[src/hw/rtl/pan_tilt_tracking_speed_control_assert.svh]
// ---------------------------------------------------------------------------
// Pan/tilt speed control assertion macros
// Concurrent assertion wrappers clocked on clk and disabled by rst.
// ---------------------------------------------------------------------------
`ifndef PAN_TILT_TRACKING_SPEED_CONTROL_ASSERT_SVH
`define PAN_TILT_TRACKING_SPEED_CONTROL_ASSERT_SVH

`ifndef SYNTHESIS

`define PTSC_ASSERT_ALW(lbl, expr) \
  lbl: assert property (@(posedge clk) disable iff (rst) (expr)) \
    else $error("ptsc assertion failed");

`define PTSC_ASSERT_IMP(lbl, ante, cons) \
  lbl: assert property (@(posedge clk) disable iff (rst) (ante) |-> (cons)) \
    else $error("ptsc assertion failed");

`define PTSC_ASSERT_NXT(lbl, ante, cons) \
  lbl: assert property (@(posedge clk) disable iff (rst) (ante) |=> (cons)) \
    else $error("ptsc assertion failed");

`else

`define PTSC_ASSERT_ALW(lbl, expr)
`define PTSC_ASSERT_IMP(lbl, ante, cons)
`define PTSC_ASSERT_NXT(lbl, ante, cons)

`endif

`endif

[src/hw/rtl/ptsc_pkg.sv]
// ---------------------------------------------------------------------------
// Pan/tilt speed control package
// Widths, register indexes, codes, gains and shared types.
// ---------------------------------------------------------------------------
package ptsc_pkg;

  localparam int COORD_BITS_DEF = 10;
  localparam int TIME_BITS_DEF  = 32;

  localparam int REG_W   = 10;
  localparam int IDX_W   = 3;
  localparam int DIR_W   = 3;
  localparam int SPEED_W = 7;
  localparam int WAY_W   = 2;

  localparam logic [IDX_W-1:0] REG_CENTER_X    = 3'd0;
  localparam logic [IDX_W-1:0] REG_CENTER_Y    = 3'd1;
  localparam logic [IDX_W-1:0] REG_DEAD_ZONE_X = 3'd2;
  localparam logic [IDX_W-1:0] REG_DEAD_ZONE_Y = 3'd3;
  localparam logic [IDX_W-1:0] REG_AXIS_BIAS   = 3'd4;

  localparam logic [REG_W-1:0] CENTER_X_RST    = 10'd384;
  localparam logic [REG_W-1:0] CENTER_Y_RST    = 10'd288;
  localparam logic [REG_W-1:0] DEAD_ZONE_X_RST = 10'd50;
  localparam logic [REG_W-1:0] DEAD_ZONE_Y_RST = 10'd20;
  localparam logic [REG_W-1:0] AXIS_BIAS_RST   = 10'd100;

  localparam logic [WAY_W-1:0] WAY_NONE = 2'd0;
  localparam logic [WAY_W-1:0] WAY_POS  = 2'd1;
  localparam logic [WAY_W-1:0] WAY_NEG  = 2'd2;

  localparam logic [DIR_W-1:0] DIR_CENTER    = 3'd0;
  localparam logic [DIR_W-1:0] DIR_PAN_RIGHT = 3'd1;
  localparam logic [DIR_W-1:0] DIR_PAN_LEFT  = 3'd2;
  localparam logic [DIR_W-1:0] DIR_TILT_UP   = 3'd3;
  localparam logic [DIR_W-1:0] DIR_TILT_DOWN = 3'd4;

  localparam int PAN_EDGE_HI  = 550;
  localparam int PAN_EDGE_LO  = 200;
  localparam int TILT_EDGE_HI = 450;
  localparam int TILT_EDGE_LO = 125;

  localparam int PAN_FOLLOW_GAIN  = 50;
  localparam int PAN_REV_GAIN     = 2;
  localparam int TILT_FOLLOW_GAIN = 100;
  localparam int TILT_REV_GAIN    = 3;

  localparam logic [SPEED_W-1:0] CAP_STD     = 7'd63;
  localparam logic [SPEED_W-1:0] CAP_PAN_REV = 7'd43;
  localparam logic [SPEED_W-1:0] ADD_STD     = 7'd1;
  localparam logic [SPEED_W-1:0] ADD_PAN_REV = 7'd21;

  localparam logic [SPEED_W-1:0] SPEED_SAT        = 7'd63;
  localparam logic [SPEED_W-1:0] SPEED_HELD_MAX   = 7'd64;
  localparam logic [SPEED_W-1:0] SPEED_ZERO       = 7'd0;
  localparam logic [SPEED_W-1:0] PAN_EDGE_SPEED   = 7'd8;
  localparam logic [SPEED_W-1:0] TILT_EDGE_FOLLOW = 7'd20;
  localparam logic [SPEED_W-1:0] TILT_EDGE_REV    = 7'd45;

  typedef enum logic [1:0] {
    S_IDLE,
    S_EVAL,
    S_DIV,
    S_DONE
  } state_t;

  typedef struct packed {
    logic busy;
    logic done;
  } div_stat_t;

endpackage

[src/hw/rtl/ptsc_in_if.sv]
// ---------------------------------------------------------------------------
// Pan/tilt speed control input channel
// Valid/ready channel carrying one tracked box and its timestamp.
// ---------------------------------------------------------------------------
interface ptsc_in_if #(
  parameter int COORD_BITS = 10,
  parameter int TIME_BITS  = 32
);
  logic                  valid;
  logic                  ready;
  logic                  action;
  logic [COORD_BITS-1:0] box_x;
  logic [COORD_BITS-1:0] box_y;
  logic [COORD_BITS-1:0] box_width;
  logic [COORD_BITS-1:0] box_height;
  logic [TIME_BITS-1:0]  timestamp;

  modport source (
    output valid, action, box_x, box_y, box_width, box_height, timestamp,
    input  ready
  );

  modport sink (
    input  valid, action, box_x, box_y, box_width, box_height, timestamp,
    output ready
  );
endinterface

[src/hw/rtl/ptsc_out_if.sv]
// ---------------------------------------------------------------------------
// Pan/tilt speed control output channel
// Valid/ready channel carrying direction and held drive speeds.
// ---------------------------------------------------------------------------
interface ptsc_out_if;
  import ptsc_pkg::*;

  logic               valid;
  logic               ready;
  logic [DIR_W-1:0]   direction;
  logic [SPEED_W-1:0] pan_speed;
  logic [SPEED_W-1:0] tilt_speed;

  modport source (
    output valid, direction, pan_speed, tilt_speed,
    input  ready
  );

  modport sink (
    input  valid, direction, pan_speed, tilt_speed,
    output ready
  );
endinterface

[src/hw/rtl/ptsc_div.sv]
// ---------------------------------------------------------------------------
// Pan/tilt speed control divider
// Restoring divider, one quotient bit per cycle.
// ---------------------------------------------------------------------------
`include "pan_tilt_tracking_speed_control_assert.svh"

module ptsc_div
  import ptsc_pkg::*;
#(
  parameter int NUM_W = 17,
  parameter int DEN_W = 32
) (
  input  logic             clk,
  input  logic             rst,
  input  logic             start,
  input  logic [NUM_W-1:0] num,
  input  logic [DEN_W-1:0] den,
  output div_stat_t        stat,
  output logic [NUM_W-1:0] quot,
  output logic [DEN_W-1:0] rem
);

  localparam int CW = $clog2(NUM_W + 1);

  logic [CW-1:0]    cnt;
  logic [DEN_W-1:0] den_r;
  logic             done;
  logic [DEN_W:0]   shifted;
  logic             fits;

  assign shifted = {rem, quot[NUM_W-1]};
  assign fits    = shifted >= {1'b0, den_r};

  always_ff @(posedge clk) begin
    if (rst) begin
      cnt  <= '0;
      done <= 1'b0;
    end else begin
      done <= 1'b0;
      if (start) begin
        cnt <= CW'(NUM_W);
      end else if (cnt != '0) begin
        cnt <= cnt - CW'(1);
        if (cnt == CW'(1)) begin
          done <= 1'b1;
        end
      end
    end
  end

  always_ff @(posedge clk) begin
    if (start) begin
      den_r <= den;
      quot  <= num;
      rem   <= '0;
    end else if (cnt != '0) begin
      if (fits) begin
        rem <= DEN_W'(shifted - {1'b0, den_r});
      end else begin
        rem <= shifted[DEN_W-1:0];
      end
      quot <= {quot[NUM_W-2:0], fits};
    end
  end

  assign stat.busy = cnt != '0;
  assign stat.done = done;

  `PTSC_ASSERT_NXT(a_start_busy, start, stat.busy)
  `PTSC_ASSERT_IMP(a_done_after_busy, done, $past(stat.busy))
  `PTSC_ASSERT_IMP(a_no_start_when_busy, stat.busy, !start)

endmodule

[src/hw/rtl/pan_tilt_tracking_speed_control.sv]
// ---------------------------------------------------------------------------
// Pan/tilt tracking speed control
// Turns tracked boxes into a drive direction and held pan/tilt speeds.
//
//   channel    dir  handshake     payload
//   track_in   in   valid/ready   action, box_x, box_y, box_width,
//                                 box_height, timestamp
//   track_out  out  valid/ready   direction, pan_speed, tilt_speed
//   cfg        in   cfg_we        cfg_index, cfg_data
//
// An item passes through accept, evaluate and result when no speed is
// divided, and also through the bit-serial divider loop when one is; the
// divider numerator is NUM_W = max(COORD_BITS, 10) + 7 bits wide.
// One item at a time; the next is accepted while a result waits in the
// output register. Synchronous reset restores register defaults and clears
// all tracking state.
// ---------------------------------------------------------------------------
`include "pan_tilt_tracking_speed_control_assert.svh"

module pan_tilt_tracking_speed_control
  import ptsc_pkg::*;
#(
  parameter int COORD_BITS = COORD_BITS_DEF,
  parameter int TIME_BITS  = TIME_BITS_DEF
) (
  input  logic             clk,
  input  logic             rst,
  ptsc_in_if.sink          track_in,
  ptsc_out_if.source       track_out,
  input  logic             cfg_we,
  input  logic [IDX_W-1:0] cfg_index,
  input  logic [REG_W-1:0] cfg_data
);

  localparam int MW  = (COORD_BITS > REG_W) ? COORD_BITS : REG_W;
  localparam int SW  = MW + 2;
  localparam int AW  = MW + 1;
  localparam int DW  = COORD_BITS + 1;
  localparam int EW  = (COORD_BITS + 1 > 11) ? COORD_BITS + 1 : 11;
  localparam int NUM_W = MW + 7;

  state_t state, state_next;

  logic [REG_W-1:0] center_x, center_y, dead_zone_x, dead_zone_y, axis_bias;

  logic [TIME_BITS-1:0]  prev_time;
  logic [COORD_BITS-1:0] prev_left, prev_top;
  logic [WAY_W-1:0]      pan_way, tilt_way;
  logic [DIR_W-1:0]      last_axis;
  logic [SPEED_W-1:0]    pan_held, tilt_held;

  logic                  action_r;
  logic [COORD_BITS-1:0] bx_r, by_r, bw_r, bh_r;
  logic [TIME_BITS-1:0]  now_r;
  logic [DIR_W-1:0]      dir_r;

  logic               div_pan;
  logic [SPEED_W-1:0] div_cap, div_add;

  logic               out_valid;
  logic [DIR_W-1:0]   out_dir;
  logic [SPEED_W-1:0] out_pan, out_tilt;

  logic in_ready, in_fire, out_load, div_start;

  logic signed [SW-1:0] gx, gy;
  logic [AW-1:0]        ax, ay;
  logic signed [DW-1:0] dx, dy;
  logic [COORD_BITS-1:0] mag_dx, mag_dy;
  logic signed [MW:0]   rx, ry;
  logic [MW-1:0]        mag_rx, mag_ry;
  logic                 dead, pan_sel, gx_pos, gy_pos;
  logic                 follow_x, follow_y, fwd_x, fwd_y, edge_x, edge_y;
  logic                 need_div, dt_zero;
  logic [TIME_BITS-1:0] dt;
  logic [NUM_W-1:0]     num_c;
  logic [SPEED_W-1:0]   cap_c, add_c;
  logic [DIR_W-1:0]     dir_c;

  div_stat_t            div_stat;
  logic [NUM_W-1:0]     quot;
  logic [TIME_BITS-1:0] rem;
  logic                 sat;
  logic [SPEED_W-1:0]   div_speed;

  assign in_fire = track_in.valid && in_ready;

  // evaluate the latched item against tracking state
  always_comb begin
    gx = $signed(SW'(bw_r >> 1) + SW'(bx_r) - SW'(center_x));
    gy = $signed(SW'(bh_r >> 1) + SW'(by_r) - SW'(center_y));
    ax = gx[SW-1] ? AW'(-gx) : AW'(gx);
    ay = gy[SW-1] ? AW'(-gy) : AW'(gy);
    gx_pos = !gx[SW-1] && (gx != '0);
    gy_pos = !gy[SW-1] && (gy != '0);
    dead = (ax <= AW'(dead_zone_x)) && (ay <= AW'(dead_zone_y));
    pan_sel = (AW+1)'(ax) > ((AW+1)'(ay) + (AW+1)'(axis_bias));

    dx = $signed(DW'(bx_r) - DW'(prev_left));
    dy = $signed(DW'(by_r) - DW'(prev_top));
    mag_dx = dx[DW-1] ? COORD_BITS'(-dx) : COORD_BITS'(dx);
    mag_dy = dy[DW-1] ? COORD_BITS'(-dy) : COORD_BITS'(dy);
    rx = $signed((MW+1)'(bx_r) - (MW+1)'(center_x));
    ry = $signed((MW+1)'(by_r) - (MW+1)'(center_y));
    mag_rx = rx[MW] ? MW'(-rx) : MW'(rx);
    mag_ry = ry[MW] ? MW'(-ry) : MW'(ry);

    case (pan_way)
      WAY_POS: begin
        follow_x = !gx[SW-1];
        fwd_x    = !dx[DW-1];
      end
      WAY_NEG: begin
        follow_x = !gx_pos;
        fwd_x    = dx[DW-1] || (dx == '0);
      end
      default: begin
        follow_x = 1'b1;
        fwd_x    = 1'b1;
      end
    endcase

    case (tilt_way)
      WAY_POS: begin
        follow_y = !gy[SW-1];
        fwd_y    = !dy[DW-1];
      end
      WAY_NEG: begin
        follow_y = !gy_pos;
        fwd_y    = dy[DW-1] || (dy == '0);
      end
      default: begin
        follow_y = 1'b1;
        fwd_y    = 1'b1;
      end
    endcase

    edge_x = ((EW'(bx_r) + EW'(bw_r)) > EW'(PAN_EDGE_HI)) ||
             (EW'(bx_r) < EW'(PAN_EDGE_LO));
    edge_y = ((EW'(by_r) + EW'(bh_r)) > EW'(TILT_EDGE_HI)) ||
             (EW'(by_r) < EW'(TILT_EDGE_LO));

    dt      = now_r - prev_time;
    dt_zero = dt == '0;

    if (pan_sel) begin
      dir_c = gx_pos ? DIR_PAN_RIGHT : DIR_PAN_LEFT;
      if (follow_x) begin
        need_div = fwd_x && !edge_x;
        num_c    = NUM_W'(NUM_W'(mag_dx) * NUM_W'(PAN_FOLLOW_GAIN));
        cap_c    = CAP_STD;
        add_c    = ADD_STD;
      end else begin
        need_div = 1'b1;
        num_c    = NUM_W'(NUM_W'(mag_rx) * NUM_W'(PAN_REV_GAIN));
        cap_c    = CAP_PAN_REV;
        add_c    = ADD_PAN_REV;
      end
    end else begin
      dir_c = gy_pos ? DIR_TILT_DOWN : DIR_TILT_UP;
      cap_c = CAP_STD;
      add_c = ADD_STD;
      if (follow_y) begin
        need_div = fwd_y && !edge_y;
        num_c    = NUM_W'(NUM_W'(mag_dy) * NUM_W'(TILT_FOLLOW_GAIN));
      end else begin
        need_div = !edge_y;
        num_c    = NUM_W'(NUM_W'(mag_ry) * NUM_W'(TILT_REV_GAIN));
      end
    end
    if (!action_r || dead) begin
      need_div = 1'b0;
    end
  end

  assign div_start = (state == S_EVAL) && need_div && !dt_zero;

  ptsc_div #(
    .NUM_W (NUM_W),
    .DEN_W (TIME_BITS)
  ) u_div (
    .clk   (clk),
    .rst   (rst),
    .start (div_start),
    .num   (num_c),
    .den   (dt),
    .stat  (div_stat),
    .quot  (quot),
    .rem   (rem)
  );

  always_comb begin
    sat = (quot > NUM_W'(div_cap)) || ((quot == NUM_W'(div_cap)) && (rem != '0));
    div_speed = sat ? SPEED_SAT : SPEED_W'(quot) + div_add;
  end

  always_ff @(posedge clk) begin
    if (rst) begin
      state <= S_IDLE;
    end else begin
      state <= state_next;
    end
  end

  always_comb begin
    state_next = state;
    in_ready   = 1'b0;
    out_load   = 1'b0;
    case (state)
      S_IDLE: begin
        in_ready = 1'b1;
        if (track_in.valid) begin
          state_next = S_EVAL;
        end
      end
      S_EVAL: begin
        state_next = div_start ? S_DIV : S_DONE;
      end
      S_DIV: begin
        if (div_stat.done) begin
          state_next = S_DONE;
        end
      end
      S_DONE: begin
        if (!out_valid || track_out.ready) begin
          out_load   = 1'b1;
          state_next = S_IDLE;
        end
      end
      default: begin
        state_next = S_IDLE;
      end
    endcase
  end

  always_ff @(posedge clk) begin
    if (rst) begin
      center_x    <= CENTER_X_RST;
      center_y    <= CENTER_Y_RST;
      dead_zone_x <= DEAD_ZONE_X_RST;
      dead_zone_y <= DEAD_ZONE_Y_RST;
      axis_bias   <= AXIS_BIAS_RST;
      prev_time   <= '0;
      prev_left   <= '0;
      prev_top    <= '0;
      pan_way     <= WAY_NONE;
      tilt_way    <= WAY_NONE;
      last_axis   <= DIR_CENTER;
      pan_held    <= SPEED_ZERO;
      tilt_held   <= SPEED_ZERO;
      out_valid   <= 1'b0;
    end else begin
      if (cfg_we) begin
        case (cfg_index)
          REG_CENTER_X:    center_x    <= cfg_data;
          REG_CENTER_Y:    center_y    <= cfg_data;
          REG_DEAD_ZONE_X: dead_zone_x <= cfg_data;
          REG_DEAD_ZONE_Y: dead_zone_y <= cfg_data;
          REG_AXIS_BIAS:   axis_bias   <= cfg_data;
          default: ;
        endcase
      end

      if (state == S_EVAL) begin
        if (!action_r) begin
          prev_time <= now_r;
          prev_left <= bx_r;
          prev_top  <= by_r;
          pan_way   <= WAY_NONE;
          tilt_way  <= WAY_NONE;
          last_axis <= DIR_CENTER;
        end else if (dead) begin
          pan_held  <= SPEED_ZERO;
          tilt_held <= SPEED_ZERO;
          prev_time <= now_r;
          prev_left <= bx_r;
          prev_top  <= by_r;
          if (last_axis inside {DIR_PAN_RIGHT, DIR_PAN_LEFT}) begin
            pan_way <= WAY_NONE;
          end else if (last_axis inside {DIR_TILT_UP, DIR_TILT_DOWN}) begin
            tilt_way <= WAY_NONE;
          end else begin
            pan_way  <= WAY_NONE;
            tilt_way <= WAY_NONE;
          end
          last_axis <= DIR_CENTER;
        end else begin
          prev_time <= now_r;
          last_axis <= dir_c;
          if (pan_sel) begin
            pan_way <= gx_pos ? WAY_POS : WAY_NEG;
            if (!follow_x || fwd_x) begin
              prev_left <= bx_r;
              prev_top  <= by_r;
            end
            if (follow_x && edge_x) begin
              pan_held <= PAN_EDGE_SPEED;
            end
            if (need_div && dt_zero) begin
              pan_held <= SPEED_SAT;
            end
          end else begin
            tilt_way <= gy_pos ? WAY_NEG : WAY_POS;
            if (!follow_y || fwd_y) begin
              prev_left <= bx_r;
              prev_top  <= by_r;
            end
            if (edge_y) begin
              tilt_held <= follow_y ? TILT_EDGE_FOLLOW : TILT_EDGE_REV;
            end
            if (need_div && dt_zero) begin
              tilt_held <= SPEED_SAT;
            end
          end
        end
      end

      if ((state == S_DIV) && div_stat.done) begin
        if (div_pan) begin
          pan_held <= div_speed;
        end else begin
          tilt_held <= div_speed;
        end
      end

      if (out_load) begin
        out_valid <= 1'b1;
      end else if (track_out.ready) begin
        out_valid <= 1'b0;
      end
    end
  end

  always_ff @(posedge clk) begin
    if (in_fire) begin
      action_r <= track_in.action;
      bx_r     <= track_in.box_x;
      by_r     <= track_in.box_y;
      bw_r     <= track_in.box_width;
      bh_r     <= track_in.box_height;
      now_r    <= track_in.timestamp;
    end
    if (state == S_EVAL) begin
      dir_r   <= (action_r && !dead) ? dir_c : DIR_CENTER;
      div_pan <= pan_sel;
      div_cap <= cap_c;
      div_add <= add_c;
    end
    if (out_load) begin
      out_dir  <= dir_r;
      out_pan  <= pan_held;
      out_tilt <= tilt_held;
    end
  end

  assign track_in.ready       = in_ready;
  assign track_out.valid      = out_valid;
  assign track_out.direction  = out_dir;
  assign track_out.pan_speed  = out_pan;
  assign track_out.tilt_speed = out_tilt;

  `PTSC_ASSERT_IMP(a_div_only_in_div, div_stat.busy, state == S_DIV)
  `PTSC_ASSERT_NXT(a_accept_to_eval, in_fire, state == S_EVAL)
  `PTSC_ASSERT_ALW(a_pan_speed_range, pan_held <= SPEED_HELD_MAX)
  `PTSC_ASSERT_ALW(a_tilt_speed_range, tilt_held <= SPEED_HELD_MAX)

endmodule
[src/flat_wrapper.sv]
// flat-port wrapper written by rule: the top's interface ports become plain ports
module pan_tilt_tracking_speed_control_flat import ptsc_pkg::*;
#(
  parameter int COORD_BITS = COORD_BITS_DEF,
  parameter int TIME_BITS  = TIME_BITS_DEF
)
  (clk, rst, cfg_we, cfg_index, cfg_data, track_in_valid, track_in_action, track_in_box_x, track_in_box_y, track_in_box_width, track_in_box_height, track_in_timestamp, track_in_ready, track_out_valid, track_out_direction, track_out_pan_speed, track_out_tilt_speed, track_out_ready);
  ptsc_in_if #(.COORD_BITS(COORD_BITS), .TIME_BITS(TIME_BITS)) track_in_i ();
  ptsc_out_if track_out_i ();
  input  logic clk;
  input  logic rst;
  input  logic cfg_we;
  input  logic [IDX_W-1:0] cfg_index;
  input  logic [REG_W-1:0] cfg_data;
  input wire logic [$bits(track_in_i.valid)-1:0] track_in_valid;
  input wire logic [$bits(track_in_i.action)-1:0] track_in_action;
  input wire logic [$bits(track_in_i.box_x)-1:0] track_in_box_x;
  input wire logic [$bits(track_in_i.box_y)-1:0] track_in_box_y;
  input wire logic [$bits(track_in_i.box_width)-1:0] track_in_box_width;
  input wire logic [$bits(track_in_i.box_height)-1:0] track_in_box_height;
  input wire logic [$bits(track_in_i.timestamp)-1:0] track_in_timestamp;
  output wire logic [$bits(track_in_i.ready)-1:0] track_in_ready;
  output wire logic [$bits(track_out_i.valid)-1:0] track_out_valid;
  output wire logic [$bits(track_out_i.direction)-1:0] track_out_direction;
  output wire logic [$bits(track_out_i.pan_speed)-1:0] track_out_pan_speed;
  output wire logic [$bits(track_out_i.tilt_speed)-1:0] track_out_tilt_speed;
  input wire logic [$bits(track_out_i.ready)-1:0] track_out_ready;
  assign track_in_i.valid = track_in_valid;
  assign track_in_i.action = track_in_action;
  assign track_in_i.box_x = track_in_box_x;
  assign track_in_i.box_y = track_in_box_y;
  assign track_in_i.box_width = track_in_box_width;
  assign track_in_i.box_height = track_in_box_height;
  assign track_in_i.timestamp = track_in_timestamp;
  assign track_in_ready = track_in_i.ready;
  assign track_out_valid = track_out_i.valid;
  assign track_out_direction = track_out_i.direction;
  assign track_out_pan_speed = track_out_i.pan_speed;
  assign track_out_tilt_speed = track_out_i.tilt_speed;
  assign track_out_i.ready = track_out_ready;
  pan_tilt_tracking_speed_control #(.COORD_BITS(COORD_BITS), .TIME_BITS(TIME_BITS)) u_core (.clk(clk), .rst(rst), .track_in(track_in_i), .track_out(track_out_i), .cfg_we(cfg_we), .cfg_index(cfg_index), .cfg_data(cfg_data));
endmodule
[config.mk]
export PLATFORM = sky130hd
export DESIGN_NAME = pan_tilt_tracking_speed_control_flat
export DESIGN_NICKNAME = d
export VERILOG_FILES = /design/src/hw/rtl/ptsc_pkg.sv /design/src/hw/rtl/ptsc_in_if.sv /design/src/hw/rtl/ptsc_out_if.sv /design/src/hw/rtl/ptsc_div.sv /design/src/hw/rtl/pan_tilt_tracking_speed_control.sv /design/src/flat_wrapper.sv
export VERILOG_INCLUDE_DIRS = /design/src /design/src/hw/rtl
export SDC_FILE = /design/constraint.sdc
export NUM_CORES = 1
export LEC_CHECK = 0
export CORE_ASPECT_RATIO = 2
export CORE_UTILIZATION = 55
export DETAILED_ROUTE_END_ITERATION = 10
export DONT_BUFFER_PORTS = 1
export PLACE_DENSITY = 0.7
export SETUP_SLACK_MARGIN = 0.15
export SYNTH_ARGS = -nofsm -noshare
export SYNTH_HDL_FRONTEND = slang
export SYNTH_HIERARCHICAL = 1
export SYNTH_SLANG_ARGS = --single-unit
[constraint.sdc]
create_clock -name clk -period 9.41 [get_ports clk]
set_input_delay 0.4705 -clock clk [delete_from_list [all_inputs] [get_ports clk]]
set_output_delay 0.4705 -clock clk [all_outputs]
set_load 0.01 [all_outputs]
==> run metrics <==
Max-slew headroom=24.3%; effective utilization at floorplan=55.9%; pin count of the biggest net entering global routing=84; WHS Endpoint=u_core/dead_zone_x[2]$_SDFFE_PP0P_; fin util=61.0%; Area contributors post-synth=edfxtp_1 (18%), ha_1 (14%), dfxtp_1 (13%), xnor2_1 (4.9%), inv_1 (4.5%); RSZ-0062 raised after global routing=false; Total GRT Usage=32.1%; Area growth syn-to-layout=9.06%; Clk Latency, worst-skew pair=0.61 ns; Non-Filler Instances=3467; most used cell along the critical path=a21o_1; final setup TNS=0 ns; critical path class=reg2reg; CP Launch Type=flop; setup violators final=0; Period minus WS final=8.33 ns; Synth Warn #=6; cell area after synthesis=0.0249 sq mm; crit end category=flop; CTS buffer count=29; min-delay src=cfg_data[2]; DRC errors left=26; Worst Path Required=9.63 ns; core area=0.0445 sq mm; CTS tree=done; EDFF count, synth=145; status=complete, but fails checks; Slowest-stage cell, CP=a21oi_1; Yosys reg bits=309; Post-DP HPWL=58600 microns; # nets final=3306; Root Driver=clkbuf_16; Post-Route Skew=0.0347 ns; failing checks=DRC; Final Max Tran Viols=0; DRT Pass-1 Iters=8; Synth area leader=edfxtp_1; total of max-cap violations=0; worst hold path type=in2reg; vias=21300; CP peak stage delay=0.67 ns; initial DRC count=1133; clock slew seen by the registers of the worst setup and hold paths=0.07 ns; Setup Buffers After CTS=0; dpl cells=3324; via density per instance=6.14; global-route wire length before repair=115000 microns; Tcrit/Tclk final=88.5%; Max clock buf depth=3; sequential area share after synthesis=30.7%; Cells on Worst Hold Path=2; CP max FO=46; # clock sinks=309; Min Hold Slack=0.0356 ns; worst reg2reg endpoint=u_core/u_div/den_r[25]$_DFFE_PP_; post-synth top area share=17.5%; reg2reg path depth=34; Post-synth ARST share=0%; Worst Setup SP=u_core/by_r[1]$_DFFE_PP_; most frequent cell after synthesis=inv_1; die height=303 microns; die area=0.0461 sq mm; final hold violations=0; Synth top cells by count=inv_1 (295), ha_1 (288), nand2_1 (263), nor2_1 (241), a21oi_1 (198); chip width=152 microns; grt total ovfl=0; Post-Route WL=74800 microns; CTS H-Tree Depth=1; initial antenna violation count=1; Wirelength per Cell=21.6 microns; antenna-violating nets left=0; Mean Syn Cell Area=8.75 sq um; number of cell rows=109; ys flop type=dfxtp_1; share of cells above drive strength 1=5.05%; Max Clk Rate=0.120 GHz; IO Pins=110; vias in the first global route=21600; Synth Net Count=3262; r2r startpoint=u_core/by_r[1]$_DFFE_PP_; Yosys cell types=102; Worst Max-Slew Pin Slew=1.13 ns; reg2reg setup slack=1.08 ns; Mapped Cells=2843; critical path arrival=8.55 ns; Port Buffer Count=0; RD Place Congestion=1.01
## registers in the layout, indices dropped and copies added (netlist names), 5 cells and up
name	count
u_core/bx_r	10
u_core/track_out.tilt_speed	7
u_core/center_x	10
u_core/axis_bias	10
u_core/bh_r	10
u_core/dead_zone_y	10
u_core/prev_top	10
u_core/u_div/quot	17
u_core/tilt_held	7
u_core/prev_time	32
u_core/u_div/rem	32
u_core/pan_held	7
u_core/u_div/cnt	5
u_core/now_r	32
u_core/prev_left	10
u_core/bw_r	10
u_core/by_r	10
u_core/u_div/den_r	32
u_core/center_y	10
u_core/track_out.pan_speed	7
u_core/dead_zone_x	10
## cell usage in the layout (no fill, tap or decap), types with 13 or more instances in the layout
master / n
nor2b_1: 30
a21oi_1: 198
xor2_1: 52
nand2b_1: 24
clkbuf_16: 29
nand2_1: 263
mux2_2: 22
o21ai_1: 15
o21bai_1: 30
a211oi_1: 38
nand4_1: 38
o21a_1: 37
a31oi_1: 24
o31ai_1: 13
ha_1: 287
and3_1: 21
a311oi_1: 16
mux2i_1: 69
nor2_1: 241
a21o_1: 61
inv_1: 295
dfxtp_1: 164
nand3_1: 43
o21ai_0: 103
nor4_1: 27
o211ai_1: 34
edfxtp_1: 145
and2_1: 13
or2_2: 17
xnor2_1: 139
nor3_1: 53
dlygate4sd3_1: 85
fa_1: 40
## per-stage QoR
stage                     area, sq um  setup WS, ns
after floorplan                 24900          1.51
after global placement          25300          1.33
after detailed placement        25300          1.23
after CTS                       27100          1.15
after global routing            27100         0.461
final                           27100          1.08
## repair_timing
item                                   in CTS  in global routing
resized for setup                           0                  0
hold buffers                               87                  0
endpoints found under the hold margin     167                  0
## cell type report
class,count,area (sq um)
Multi-Input combinational cell,2151,15700
Fill cell,3902,17300
Sequential cell,309,7640
Inverter,298,1120
Tap cell,555,694
Timing Repair Buffer,98,981
Clock inverter,22,200
Antenna cell,2,5.00
Clock buffer,32,747
## metal layers
layer	vias up	GRT usage (%)	routed length (microns)
met4	0	29.2	7270
met5	-	0	0
met1	10100	28.6	24400
met3	298	3.43	2720
met2	640	63.2	40400
li1	10200	-	-
## how the worst max path moves through the flow
stage,to,slack [ns],cells past startpoint
2_1_floorplan,u_core/u_div/quot[0]$_DFFE_PP_,1.51,34
3_3_place_gp,u_core/u_div/den_r[15]$_DFFE_PP_,1.33,33
3_5_place_dp,u_core/u_div/den_r[11]$_DFFE_PP_,1.23,34
4_1_cts,u_core/u_div/den_r[25]$_DFFE_PP_,1.15,34
5_1_grt,u_core/u_div/den_r[25]$_DFFE_PP_,0.46,33
6_report,u_core/u_div/den_r[25]$_DFFE_PP_,1.08,34
## critical path: cells and delay by family, from the launching register on
family | cells | cell delay (ns)
compound gates | 13 | 2.84
fa+ha+maj | 4 | 1.43
xor+xnor | 2 | 0.34
flops | 1 | 0.33
buf+inv | 6 | 1.44
simple gates | 9 | 1.49
## cells by family after synthesis
group / synth area share [%]
compound gates: 18.9
xor+xnor: 6.73
fa+ha+maj: 17.7
buf+inv: 6.08
flops: 30.7
mux: 3.82
simple gates: 16.0
Power is left out: the tool's default activity adds up to more than one toggle a clock period on the data nets, which glitch-free logic cannot reach.
